File: src/rtl/core/pts_pkg.sv
// ----------------------------------------------------------------------------
// pts_pkg: shared types and constants of the priority thread scheduler
// sizes, event and error codes, and the structs passed along the cell chain
// ----------------------------------------------------------------------------
package pts_pkg;

  localparam int NUM_PRIORITIES = 32;
  localparam int TIMEOUT_BITS   = 32;
  localparam int MASK_BITS      = 32;
  localparam int SLOT_W         = 6;
  localparam int TICKS_W        = 32;
  // one present bit for every code of the priority field
  localparam int PRES_W         = 2 ** SLOT_W;

  typedef enum logic [1:0] {
    OP_START = 2'd0,
    OP_DELAY = 2'd1,
    OP_TICK  = 2'd2,
    OP_NONE  = 2'd3
  } op_t;

  typedef enum logic [1:0] {
    ERR_NONE  = 2'd0,
    ERR_START = 2'd1,
    ERR_IDLE  = 2'd2,
    ERR_ZERO  = 2'd3
  } err_t;

  typedef enum logic {
    ST_IDLE = 1'b0,
    ST_PICK = 1'b1
  } state_t;

  // event broadcast to every cell on the accepting edge
  typedef struct packed {
    logic                    apply;
    logic [1:0]              op;
    logic [SLOT_W-1:0]       prio;
    logic [SLOT_W-1:0]       cur;
    logic                    ok;
    logic [TIMEOUT_BITS-1:0] tval;
  } cmd_t;

  // priority search token passed from higher to lower cells
  typedef struct packed {
    logic              found;
    logic [SLOT_W-1:0] idx;
  } pick_t;

  // per-cell status seen by the top level
  typedef struct packed {
    logic present;
    logic ready;
  } cell_stat_t;

endpackage

File: src/rtl/core/priority_thread_scheduler_unit.sv
// ----------------------------------------------------------------------------
// priority_thread_scheduler_unit: bitmap priority scheduler with tick delays
// start, delay and tick events over a chain of priority slot cells
// ----------------------------------------------------------------------------
// order: the event beat updates the slots on the accepting edge, then in the
//   pick state the result of the priority search down the cell chain and the
//   result strobe are registered; no new event beat is taken while busy in
//   the pick state
// reset: all slots empty, idle thread current, no result pending
// the receiver cannot stall: each result beat shows for one cycle only
module priority_thread_scheduler_unit (
  input  logic                        clk,
  input  logic                        rst,
  input  logic                        start,
  output logic                        busy,
  input  logic [1:0]                  op,
  input  logic [pts_pkg::SLOT_W-1:0]  prio,
  input  logic [pts_pkg::TICKS_W-1:0] ticks,
  output logic                        done,
  output logic [pts_pkg::SLOT_W-1:0]  next_thread,
  output logic                        switch_request,
  output logic [1:0]                  error,
  output logic [pts_pkg::MASK_BITS-1:0] ready_mask
);

  pts_pkg::state_t   state;
  pts_pkg::state_t   state_next;
  pts_pkg::err_t     err_now;
  pts_pkg::err_t     err_q;
  pts_pkg::cmd_t     cmd;
  logic              accept;
  logic              idle_present;
  logic [pts_pkg::SLOT_W-1:0] current;
  logic [pts_pkg::PRES_W-1:0] present_all;
  logic [pts_pkg::NUM_PRIORITIES-1:0] ready_vec;
  logic              sat;
  logic [pts_pkg::TIMEOUT_BITS-1:0] tval;
  pts_pkg::pick_t    chain [pts_pkg::NUM_PRIORITIES+1];
  pts_pkg::cell_stat_t stat [pts_pkg::NUM_PRIORITIES];

  assign accept = start && !busy;

  // present bits by priority, idle thread at bit zero, unused codes read zero
  always_comb begin
    present_all    = '0;
    present_all[0] = idle_present;
    for (int i = 0; i < pts_pkg::NUM_PRIORITIES; i++) begin
      present_all[i+1] = stat[i].present;
      ready_vec[i]     = stat[i].ready;
    end
  end

  // long delays saturate to the largest count
  assign sat  = |(ticks >> pts_pkg::TIMEOUT_BITS);
  assign tval = sat ? '1 : ticks[pts_pkg::TIMEOUT_BITS-1:0];

  // event check against the state before the event
  always_comb begin
    err_now = pts_pkg::ERR_NONE;
    case (op)
      pts_pkg::OP_START: begin
        if (prio > pts_pkg::SLOT_W'(pts_pkg::NUM_PRIORITIES) || present_all[prio]) begin
          err_now = pts_pkg::ERR_START;
        end
      end
      pts_pkg::OP_DELAY: begin
        if (current == '0) begin
          err_now = pts_pkg::ERR_IDLE;
        end else if (ticks == '0) begin
          err_now = pts_pkg::ERR_ZERO;
        end
      end
      default: err_now = pts_pkg::ERR_NONE;
    endcase
  end

  // slots update on the accepting edge
  always_comb begin
    cmd.apply = accept;
    cmd.op    = op;
    cmd.prio  = prio;
    cmd.cur   = current;
    cmd.ok    = (err_now == pts_pkg::ERR_NONE);
    cmd.tval  = tval;
  end

  // search token enters at the highest slot
  assign chain[pts_pkg::NUM_PRIORITIES] = '0;

  for (genvar g = 0; g < pts_pkg::NUM_PRIORITIES; g++) begin : g_slot
    pts_cell u_cell (
      .clk      (clk),
      .rst      (rst),
      .slot     (pts_pkg::SLOT_W'(g + 1)),
      .cmd      (cmd),
      .pick_in  (chain[g+1]),
      .pick_out (chain[g]),
      .stat     (stat[g])
    );
  end

  always_ff @(posedge clk) begin
    if (rst) begin
      state <= pts_pkg::ST_IDLE;
    end else begin
      state <= state_next;
    end
  end

  always_comb begin
    state_next = state;
    busy       = 1'b0;
    unique case (state)
      pts_pkg::ST_IDLE: begin
        if (accept) begin
          state_next = pts_pkg::ST_PICK;
        end
      end
      pts_pkg::ST_PICK: begin
        busy       = 1'b1;
        state_next = pts_pkg::ST_IDLE;
      end
      default: state_next = pts_pkg::ST_IDLE;
    endcase
  end

  // control: idle slot presence, current thread, result strobe
  always_ff @(posedge clk) begin
    if (rst) begin
      idle_present <= 1'b0;
      current      <= '0;
      done         <= 1'b0;
    end else begin
      done <= (state == pts_pkg::ST_PICK);
      if (accept && op == pts_pkg::OP_START && err_now == pts_pkg::ERR_NONE &&
          prio == '0) begin
        idle_present <= 1'b1;
      end
      if (state == pts_pkg::ST_PICK) begin
        current <= chain[0].idx;
      end
    end
  end

  // error held from the event beat to the result beat
  always_ff @(posedge clk) begin
    if (accept) begin
      err_q <= err_now;
    end
  end

  // result beat registers
  always_ff @(posedge clk) begin
    if (state == pts_pkg::ST_PICK) begin
      next_thread    <= chain[0].idx;
      switch_request <= (chain[0].idx != current);
      error          <= err_q;
      ready_mask     <= pts_pkg::MASK_BITS'(ready_vec);
    end
  end

endmodule

File: src/rtl/core/pts_cell.sv
// ----------------------------------------------------------------------------
// pts_cell: one priority slot of the scheduler
// holds present, ready and delayed flags and the tick countdown of its slot,
// and passes the priority search token on to the next lower slot
// ----------------------------------------------------------------------------
module pts_cell (
  input  logic                     clk,
  input  logic                     rst,
  input  logic [pts_pkg::SLOT_W-1:0] slot,
  input  pts_pkg::cmd_t            cmd,
  input  pts_pkg::pick_t           pick_in,
  output pts_pkg::pick_t           pick_out,
  output pts_pkg::cell_stat_t      stat
);

  logic                             present;
  logic                             ready;
  logic                             delayed;
  logic [pts_pkg::TIMEOUT_BITS-1:0] count;
  logic                             hit_start;
  logic                             hit_delay;
  logic                             hit_tick;
  logic                             expire;

  assign hit_start = cmd.apply && cmd.ok && (cmd.op == pts_pkg::OP_START) &&
                     (cmd.prio == slot);
  assign hit_delay = cmd.apply && cmd.ok && (cmd.op == pts_pkg::OP_DELAY) &&
                     (cmd.cur == slot);
  assign hit_tick  = cmd.apply && (cmd.op == pts_pkg::OP_TICK) && delayed;
  // count of one or zero reaches zero on this tick
  assign expire    = count <= pts_pkg::TIMEOUT_BITS'(1);

  always_ff @(posedge clk) begin
    if (rst) begin
      present <= 1'b0;
      ready   <= 1'b0;
      delayed <= 1'b0;
    end else begin
      if (hit_start) begin
        present <= 1'b1;
        ready   <= 1'b1;
      end
      if (hit_delay) begin
        ready   <= 1'b0;
        delayed <= 1'b1;
      end
      if (hit_tick && expire) begin
        ready   <= 1'b1;
        delayed <= 1'b0;
      end
    end
  end

  always_ff @(posedge clk) begin
    if (hit_delay) begin
      count <= cmd.tval;
    end else if (hit_tick && count != '0) begin
      count <= count - pts_pkg::TIMEOUT_BITS'(1);
    end
  end

  // first ready slot from the top claims the token
  always_comb begin
    pick_out.found = pick_in.found | ready;
    pick_out.idx   = (ready && !pick_in.found) ? slot : pick_in.idx;
  end

  assign stat.present = present;
  assign stat.ready   = ready;

endmodule
File: config.mk
export PLATFORM = sky130hd
export DESIGN_NAME = priority_thread_scheduler_unit
export DESIGN_NICKNAME = d
export VERILOG_FILES = /design/src/rtl/core/pts_pkg.sv /design/src/rtl/core/priority_thread_scheduler_unit.sv /design/src/rtl/core/pts_cell.sv
export SDC_FILE = /design/constraint.sdc
export NUM_CORES = 2
export LEC_CHECK = 0
export BUFFER_PORTS_ARGS = -buffer_cell sky130_fd_sc_hd__buf_2
export CAP_MARGIN = 20
export CELL_PAD_IN_SITES_DETAIL_PLACEMENT = 1
export CELL_PAD_IN_SITES_GLOBAL_PLACEMENT = 1
export CORE_MARGIN = 2
export CORE_UTILIZATION = 50
export DETAILED_ROUTE_END_ITERATION = 12
export PLACE_DENSITY = 0.88
export SLEW_MARGIN = 20
export SYNTH_ARGS = -nofsm -noshare
export SYNTH_HDL_FRONTEND = slang
export SYNTH_SLANG_ARGS = --single-unit
File: constraint.sdc
create_clock -name clk -period 9.2 [get_ports clk]
set_input_delay 0.46 -clock clk [delete_from_list [all_inputs] [get_ports clk]]
set_output_delay 0.46 -clock clk [all_outputs]
set_load 0.005 [all_outputs]
# [Yosys cells after proc, flatten, opt, wreduce, memory -nomap -nowiden]
# Index checks and enable logic that the tools add are counted.
[word_totals] register_bits=1172 output_inout_bits=43 input_bits=43 wordCells=867
[classes] n_lt_le_gt_ge=34 n_reduce_logical=365 n_bitwise=31 mux=201 n_addsub=32 eq_ne=67
[op_table] cell="$mux W32" n=64
[op_table] cell="$le A32 B1 Y1 const B" n=32
[op_table] cell="$reduce_bool A32 Y1" n=32
[op_table] cell="$sub A32 B1 Y32 const B" n=32
[op_table] cell="$logic_and A1 B1 Y1" n=199
[op_table] cell="$eq A6 B5 Y1 const B" n=32
[op_table] cell="$mux W6" n=32
[op_table] cell="$mux W1" n=100
[op_table] cell="$eq A6 B4 Y1 const B" n=16
[op_table] cell="$reduce_bool A3 Y1" n=32
[op_table] cell="$reduce_bool A2 Y1" n=32
[op_table] cell="$reduce_or A2 Y1" n=32
[op_table] cell="$eq A6 B3 Y1 const B" n=8
[op_table] cell="$logic_not A1 Y1" n=32
[op_table] cell="$logic_not A32 Y1" n=1
[op_table] cell="$or A1 B1 Y1" n=30
[op_table] cell="$eq A6 B2 Y1 const B" n=4
[op_table] cell="$eq A6 B1 Y1 const B" n=2
[op_table] cell="$eq A6 B6 Y1 const B" n=2
[op_table] cell="$logic_not A6 Y1" n=2
[op_table] cell="$lt A6 B7 Y1 const B" n=1
[op_table] cell="$bmux W1 S6" n=1
[op_table] cell="$gt A6 B6 Y1 const B" n=1
[op_table] cell="$ne A6 B6 Y1" n=1
[op_table] cell="8 further kinds" n=10

# [Logic depth before layout (Yosys ltp)]
[logic_depth] ltp_word=34 ltp_mapped=12 ltp_nobuf=9

# [Modules after synthesis]
# A second synthesis with hierarchy kept.
[unflattened] hier_cells=7725 area_unflattened_um2=76239.4
[by_module_without_submodules] module="pts_cell (g_slot[22].u_cell ...)" instances=17 area_each_um2=2277.2 seq_area_each_um2=1021.0 cells_each=233
[by_module_without_submodules] module="pts_cell (g_slot[0].u_cell ...)" instances=14 area_each_um2=2351.0 seq_area_each_um2=1021.0 cells_each=241
[by_module_without_submodules] module="pts_cell (g_slot[9].u_cell)" instances=1 area_each_um2=2402.3 seq_area_each_um2=1021.0 cells_each=237
[by_module_without_submodules] module="priority_thread_scheduler_unit" instances=1 area_each_um2=2210.9 seq_area_each_um2=1471.4 cells_each=153

# [Worst setup path before layout]
# Ideal clock, no wire load.
[synth_timing] kind="register to register" startpoint="reg state" endpoint="reg g_slot[10].u_cell.count[0] in the netlist's numbering, enable pin" n_path_buf=3 path_stages_with_launch=8 path_slack_ns=4.077 arrival_ns=4.657 setup_time_ns=0.466 required_time_ns=8.734 period_less_slack_ns=5.123 path_cell_list="dfxtp_1 clkbuf_1 nand2b_1 nor3b_1 clkbuf_1 buf_1 nand2_1 o21ai_0"
[synth_via] elab_chain_cells=7 word_cells_on_any_way=10 classes_between="mux: 1; reduce/logical: 9"
[synth_lines] item="start: declaration" line="priority_thread_scheduler_unit.sv:26" rtl="pts_pkg::state_t state;"
[synth_lines] item="start signal: assignment" line="priority_thread_scheduler_unit.sv:104" rtl="state <= pts_pkg::ST_IDLE;"
[synth_lines] item="start signal: assignment" line="priority_thread_scheduler_unit.sv:106" rtl="state <= state_next;"
[synth_lines] item="$mux W1 *" line="priority_thread_scheduler_unit.sv:113" rtl="unique case (state)"
[synth_lines] item="$logic_not A1 Y1 *" line="priority_thread_scheduler_unit.sv:41" rtl="assign accept = start && !busy;"
[synth_lines] item="$logic_and A1 B1 Y1 *" line="priority_thread_scheduler_unit.sv:41"
[synth_lines] item="$logic_and A1 B1 Y1 (on tied branches) (2 in a row)" line="pts_cell.sv:29, pts_cell.sv:27"
[synth_lines] item="$logic_and A1 B1 Y1 (on tied branches)" line="pts_cell.sv:57, pts_cell.sv:27"
[synth_lines] item="$reduce_bool A2 Y1 (no line) *"
[synth_lines] item="end signal: assignment" line="pts_cell.sv:56" rtl="count <= cmd.tval;"
[synth_lines] item="end signal: assignment" line="pts_cell.sv:58" rtl="count <= count - pts_pkg::TIMEOUT_BITS'(1);"
[synth_lines] item="end: declaration" line="pts_cell.sv:19" rtl="logic [pts_pkg::TIMEOUT_BITS-1:0] count;"
# Mark *: on every way between the ends. The rest lies on a longest branch, timed or not.
# A chain may end at the register's enable or synchronous reset.

# [Final worst setup path]
[layout_timing] startpoint="in ticks[25] in the netlist's numbering" endpoint="reg g_slot[4].u_cell.count[6] in the netlist's numbering, enable pin"
[layout_via] elab_chain_cells=9
[layout_lines] item="start: declaration" line="priority_thread_scheduler_unit.sv:18" rtl="input logic [pts_pkg::TICKS_W-1:0] ticks,"
[layout_lines] item="$logic_not A32 Y1" line="priority_thread_scheduler_unit.sv:69" rtl="end else if (ticks == '0) begin"
[layout_lines] item="$mux W2" line="priority_thread_scheduler_unit.sv:69"
[layout_lines] item="$mux W2" line="priority_thread_scheduler_unit.sv:67" rtl="if (current == '0) begin"
[layout_lines] item="$pmux W2 S2" line="priority_thread_scheduler_unit.sv:60" rtl="case (op)"
[layout_lines] item="$logic_not A2 Y1" line="priority_thread_scheduler_unit.sv:83" rtl="cmd.ok = (err_now == pts_pkg::ERR_NONE);"
[layout_lines] item="$logic_and A1 B1 Y1 (3 in a row)" line="pts_cell.sv:27" rtl="assign hit_delay = cmd.apply && cmd.ok && (cmd.op == pts_pkg::OP_DELAY) &&"
[layout_lines] item="$reduce_bool A2 Y1 (no line)"
[layout_lines] item="end signal: assignment" line="pts_cell.sv:56"
[layout_lines] item="end signal: assignment" line="pts_cell.sv:58"
[layout_lines] item="end: declaration" line="pts_cell.sv:19"
# Every way passes these cells.

==> run_results.csv <==
group,metric,value,unit
pwr,p_int,9021,uW
worst_hold_path,hold_end,"err_q[0]$_DFFE_PP_",
floorplan,die-height,366.8,microns
setup_path,rr_startpoint,"state$_SDFF_PP0_",
yosys,syn_inst,6869,
detailed_routing,wl_met2,105.5,mm
detailed_routing,wl_met3,26.84,mm
sta,hold_viol_final,0,
run,drv_cap,0,
pwr,pwr-share-clk,48.0,%
cts,post_cts_buffers,0,
floorplan,placementRows,133,
sta,fin_ws,4.165,ns
global_routing,grt_pass1_wl,350.9,mm
run_status,outcome,"completed",
detailed_routing,highest_layer,"met5",
floorplan,initial_core_util,50.24,%
worst_hold_path,hold_start,"op[0]",
cts,cts-root-buf,"clkbuf_16",
detailed_routing,route.detailed.drc,0,
yosys,synth.top_cell.area_share,48.70,%
yosys,seq_area_frac_synth,51.89,%
layout,final_common_cell,"edfxtp_1",
cts,clk_pin_slew_worst_paths,0.06,ns
pwr,peakVddDrop,0.1928,mV
yosys,ys.flop_type,"edfxtp_1",
pwr,p_seq_share,49.3,%
setup_path,path_buf_inv,5,
detailed_routing,drt_iter0_drc,6814,
sta,setup-violations-final,0,
yosys,synth_top_area_cell,"edfxtp_1",
sta,rsz0062_at_grt,"no",
sta,relSlewSlack,22.48,%
detailed_routing,ant_nets,0,
yosys,ys_top_cells_by_area,"edfxtp_1 (49%), xnor2_1 (8.6%), nor2_1 (5.2%)",
cts,clock_path_buffers,3,
setup_path,slowest_delay,0.93,ns
worst_hold_path,min_path_cells,2,
sta,report.final.slew_viol_count,0,
cts,clock-sinks,1172,
yosys,avgSynthCellArea,9.579,sq um
setup_path,worstRegToRegCells,8,
sta,clock_skew,0.03633,ns
global_routing,grt_pass1_vias,57590,
global_routing,grt.total_usage,34.03,%
pwr,p_switching,2631,uW
detailed_routing,met1Wirelength,86.63,mm
sta,tns,0,ns
sta,worst_pin_slew,1.162,ns
cts,clk_latency,0.80,ns
global_routing,grt_overflow_total,0,
setup_path,crit_chain,"dlygate4sd3_1, buf_4, nor4_2, nand4_1, nor4_1, nor2_4, buf_4, nand4_1, buf_4, nand2_1, buf_4",
setup_path,worstPathRequired,9.72,ns
pwr,p_comb_share,2.7,%
pwr,power,11650,uW
pwr,p_leak,0.02119,uW
placement,port-buffer-count,85,
yosys,ys.warnings.count,0,
layout,post-route-util,55.27,%
cts,cts_hold_buf,2,
yosys,mappedNetlistArea,0.06580,sq mm
layout,nets,6882,
setup_path,path_class,"in -> reg",
detailed_routing,wl_per_cell,27.01,microns
global_routing,antenna_found_initial,11,
global_routing,grt_max_degree,68,
yosys,synth_cell_types,79,
floorplan,design.core.area,0.1310,sq mm
detailed_routing,routed_wl,233.4,mm
setup_path,crit_fanout,67,
yosys,synth_edf_count,1067,
floorplan,die-area,0.1345,sq mm
yosys,synth_nets,6976,
cts,htree_num_levels,4,
placement,gp_congestion,0.8802,
setup_path,cp-start-kind,"primary input",
placement,dp_hpwl,138.6,mm
setup_path,rr_endpoint,"g_slot[7].u_cell.count[5]$_DFFE_PP_",
setup_path,arrival,5.55,ns
setup_path,worst_path_most_repeated_cell,"buf_4",
detailed_routing,dr.pass1.iters,6,
cts,cts-buffers-inserted,133,
cts,cts_resized,0,
setup_path,r2r_slack,4.41,ns
layout,final_layout_size_suffix_gt1_share,7.541,%
sta,max_freq,0.1986,GHz
yosys,synth_seq_cells,1172,
sta,min_period,5.035,ns
setup_path,endpoint_kind,"flip-flop",
sta,timing.hold.ws,0.06422,ns
cts,cts_tree,"built",
placement,pre_cts_slack,4.016,ns
detailed_routing,viasPerCell,6.479,
layout,syn2layout_area_growth,10.01,%
sta,finalCritPeriodShare,54.73,%
floorplan,pin_count,86,
layout,layout_common_cells,"edfxtp_1 (1067), nor2_1 (913), nand2_1 (844)",
detailed_routing,vias,56010,
worst_hold_path,hold_class,"in -> reg",
yosys,ys_async_sr_fraction,0,%
floorplan,die_w,366.8,microns
layout,fillers,14560,
pwr,powerDensity,161.0,mW/mm^2
setup_path,cp_top_family,"simple AND/OR/NAND/NOR gates",
setup_path,slowest_stage,"nor4_1",
pwr,switching_share,22.58,%
[per-layer routing]
layer	GRT usage (%)	vias to the layer above
met5	0	-
met4	18.92	8
met3	7.702	805
met2	53.37	2827
met1	43.64	27980
li1	-	24390
[layout make-up]
class                      instances  area [sq um]  share of cell area (%)
timing repair buffer             192          1324                   1.829
sequential                      1172         34150                   47.18
clock buffer                     184          3844                   5.310
multi-input combinational       5181         29900                   41.32
tap                             1755          2196                   3.034
inverter                          95         356.6                  0.4927
antenna                            7         17.52                 0.02420
clock inverter                    58         593.1                  0.8194
[worst register-to-register path, delay by kind of cell (launching register included)]
family / cells / cell delay (ns)
buffers and inverters: 2 / 0.89
flip-flops: 1 / 0.57
AND/OR/NAND/NOR: 6 / 2.95
[registers in the layout, indices dropped and copies added, names as in the netlist]
register               flops
g_slot.u_cell.delayed     32
g_slot.u_cell.count     1024
done                       1
error                      2
ready_mask                32
next_thread                6
g_slot.u_cell.present     32
state                      1
switch_request             1
err_q                      2
idle_present               1
current                    6
g_slot.u_cell.ready       32
[cell usage after synthesis, drive strengths merged, types with 72 or more instances]
cell type     n
a21oi       406
a31oi        72
buf         118
clkbuf      303
dfxtp       105
edfxtp     1067
inv          95
nand2       844
nand3       114
nor2        915
nor3        336
nor4        223
o21ai       637
or3         159
or4         120
xnor2       649
xor2        207
[how the worst max path moves through the flow]
stage | from | cells after the start | end | slack (ns)
floorplan | state$_SDFF_PP0_ | 7 | g_slot[10].u_cell.count[0]$_DFFE_PP_ | 4.08
global placement | ticks[23] | 10 | g_slot[4].u_cell.count[7]$_DFFE_PP_ | 3.81
detailed placement | ticks[23] | 10 | g_slot[4].u_cell.count[12]$_DFFE_PP_ | 4.02
finish | ticks[25] | 11 | g_slot[4].u_cell.count[6]$_DFFE_PP_ | 4.16
CTS | ticks[25] | 11 | g_slot[4].u_cell.count[6]$_DFFE_PP_ | 4.37
global route | ticks[25] | 11 | g_slot[4].u_cell.count[6]$_DFFE_PP_ | 4.00
[stage by stage]
stage / cells / area (sq um)
floorplan: 6869 / 65800
global placement: 8391 / 67860
detailed placement: 8393 / 67900
CTS: 8637 / 72360
global route: 8638 / 72370
finish: 8644 / 72380
[power groups by stage]
stage | clock network [uW] | registers (uW) | logic (uW)
2_1_floorplan | 0 | 5850 | 92.7
3_3_place_gp | 0 | 5860 | 293
3_5_place_dp | 0 | 5860 | 295
4_1_cts | 5590 | 5740 | 297
5_1_grt | 5780 | 5740 | 301
6_report | 5590 | 5740 | 319
[logic make-up (layout without fill, tap and decap cells)]
family,Yosys count,in the layout,share of synthesized area [%]
buffers and inverters,516,529,3.026
other,0,7,0
muxes,25,25,0.5420
AOI/OAI and AO/OA,1288,1288,10.75
xor gates and xnor gates,856,856,11.39
DFF,1172,1172,51.89
adders and majority gates,64,64,1.217
and+or+nand+nor,2948,2948,21.18
Power figures use the tool's default switching activity.
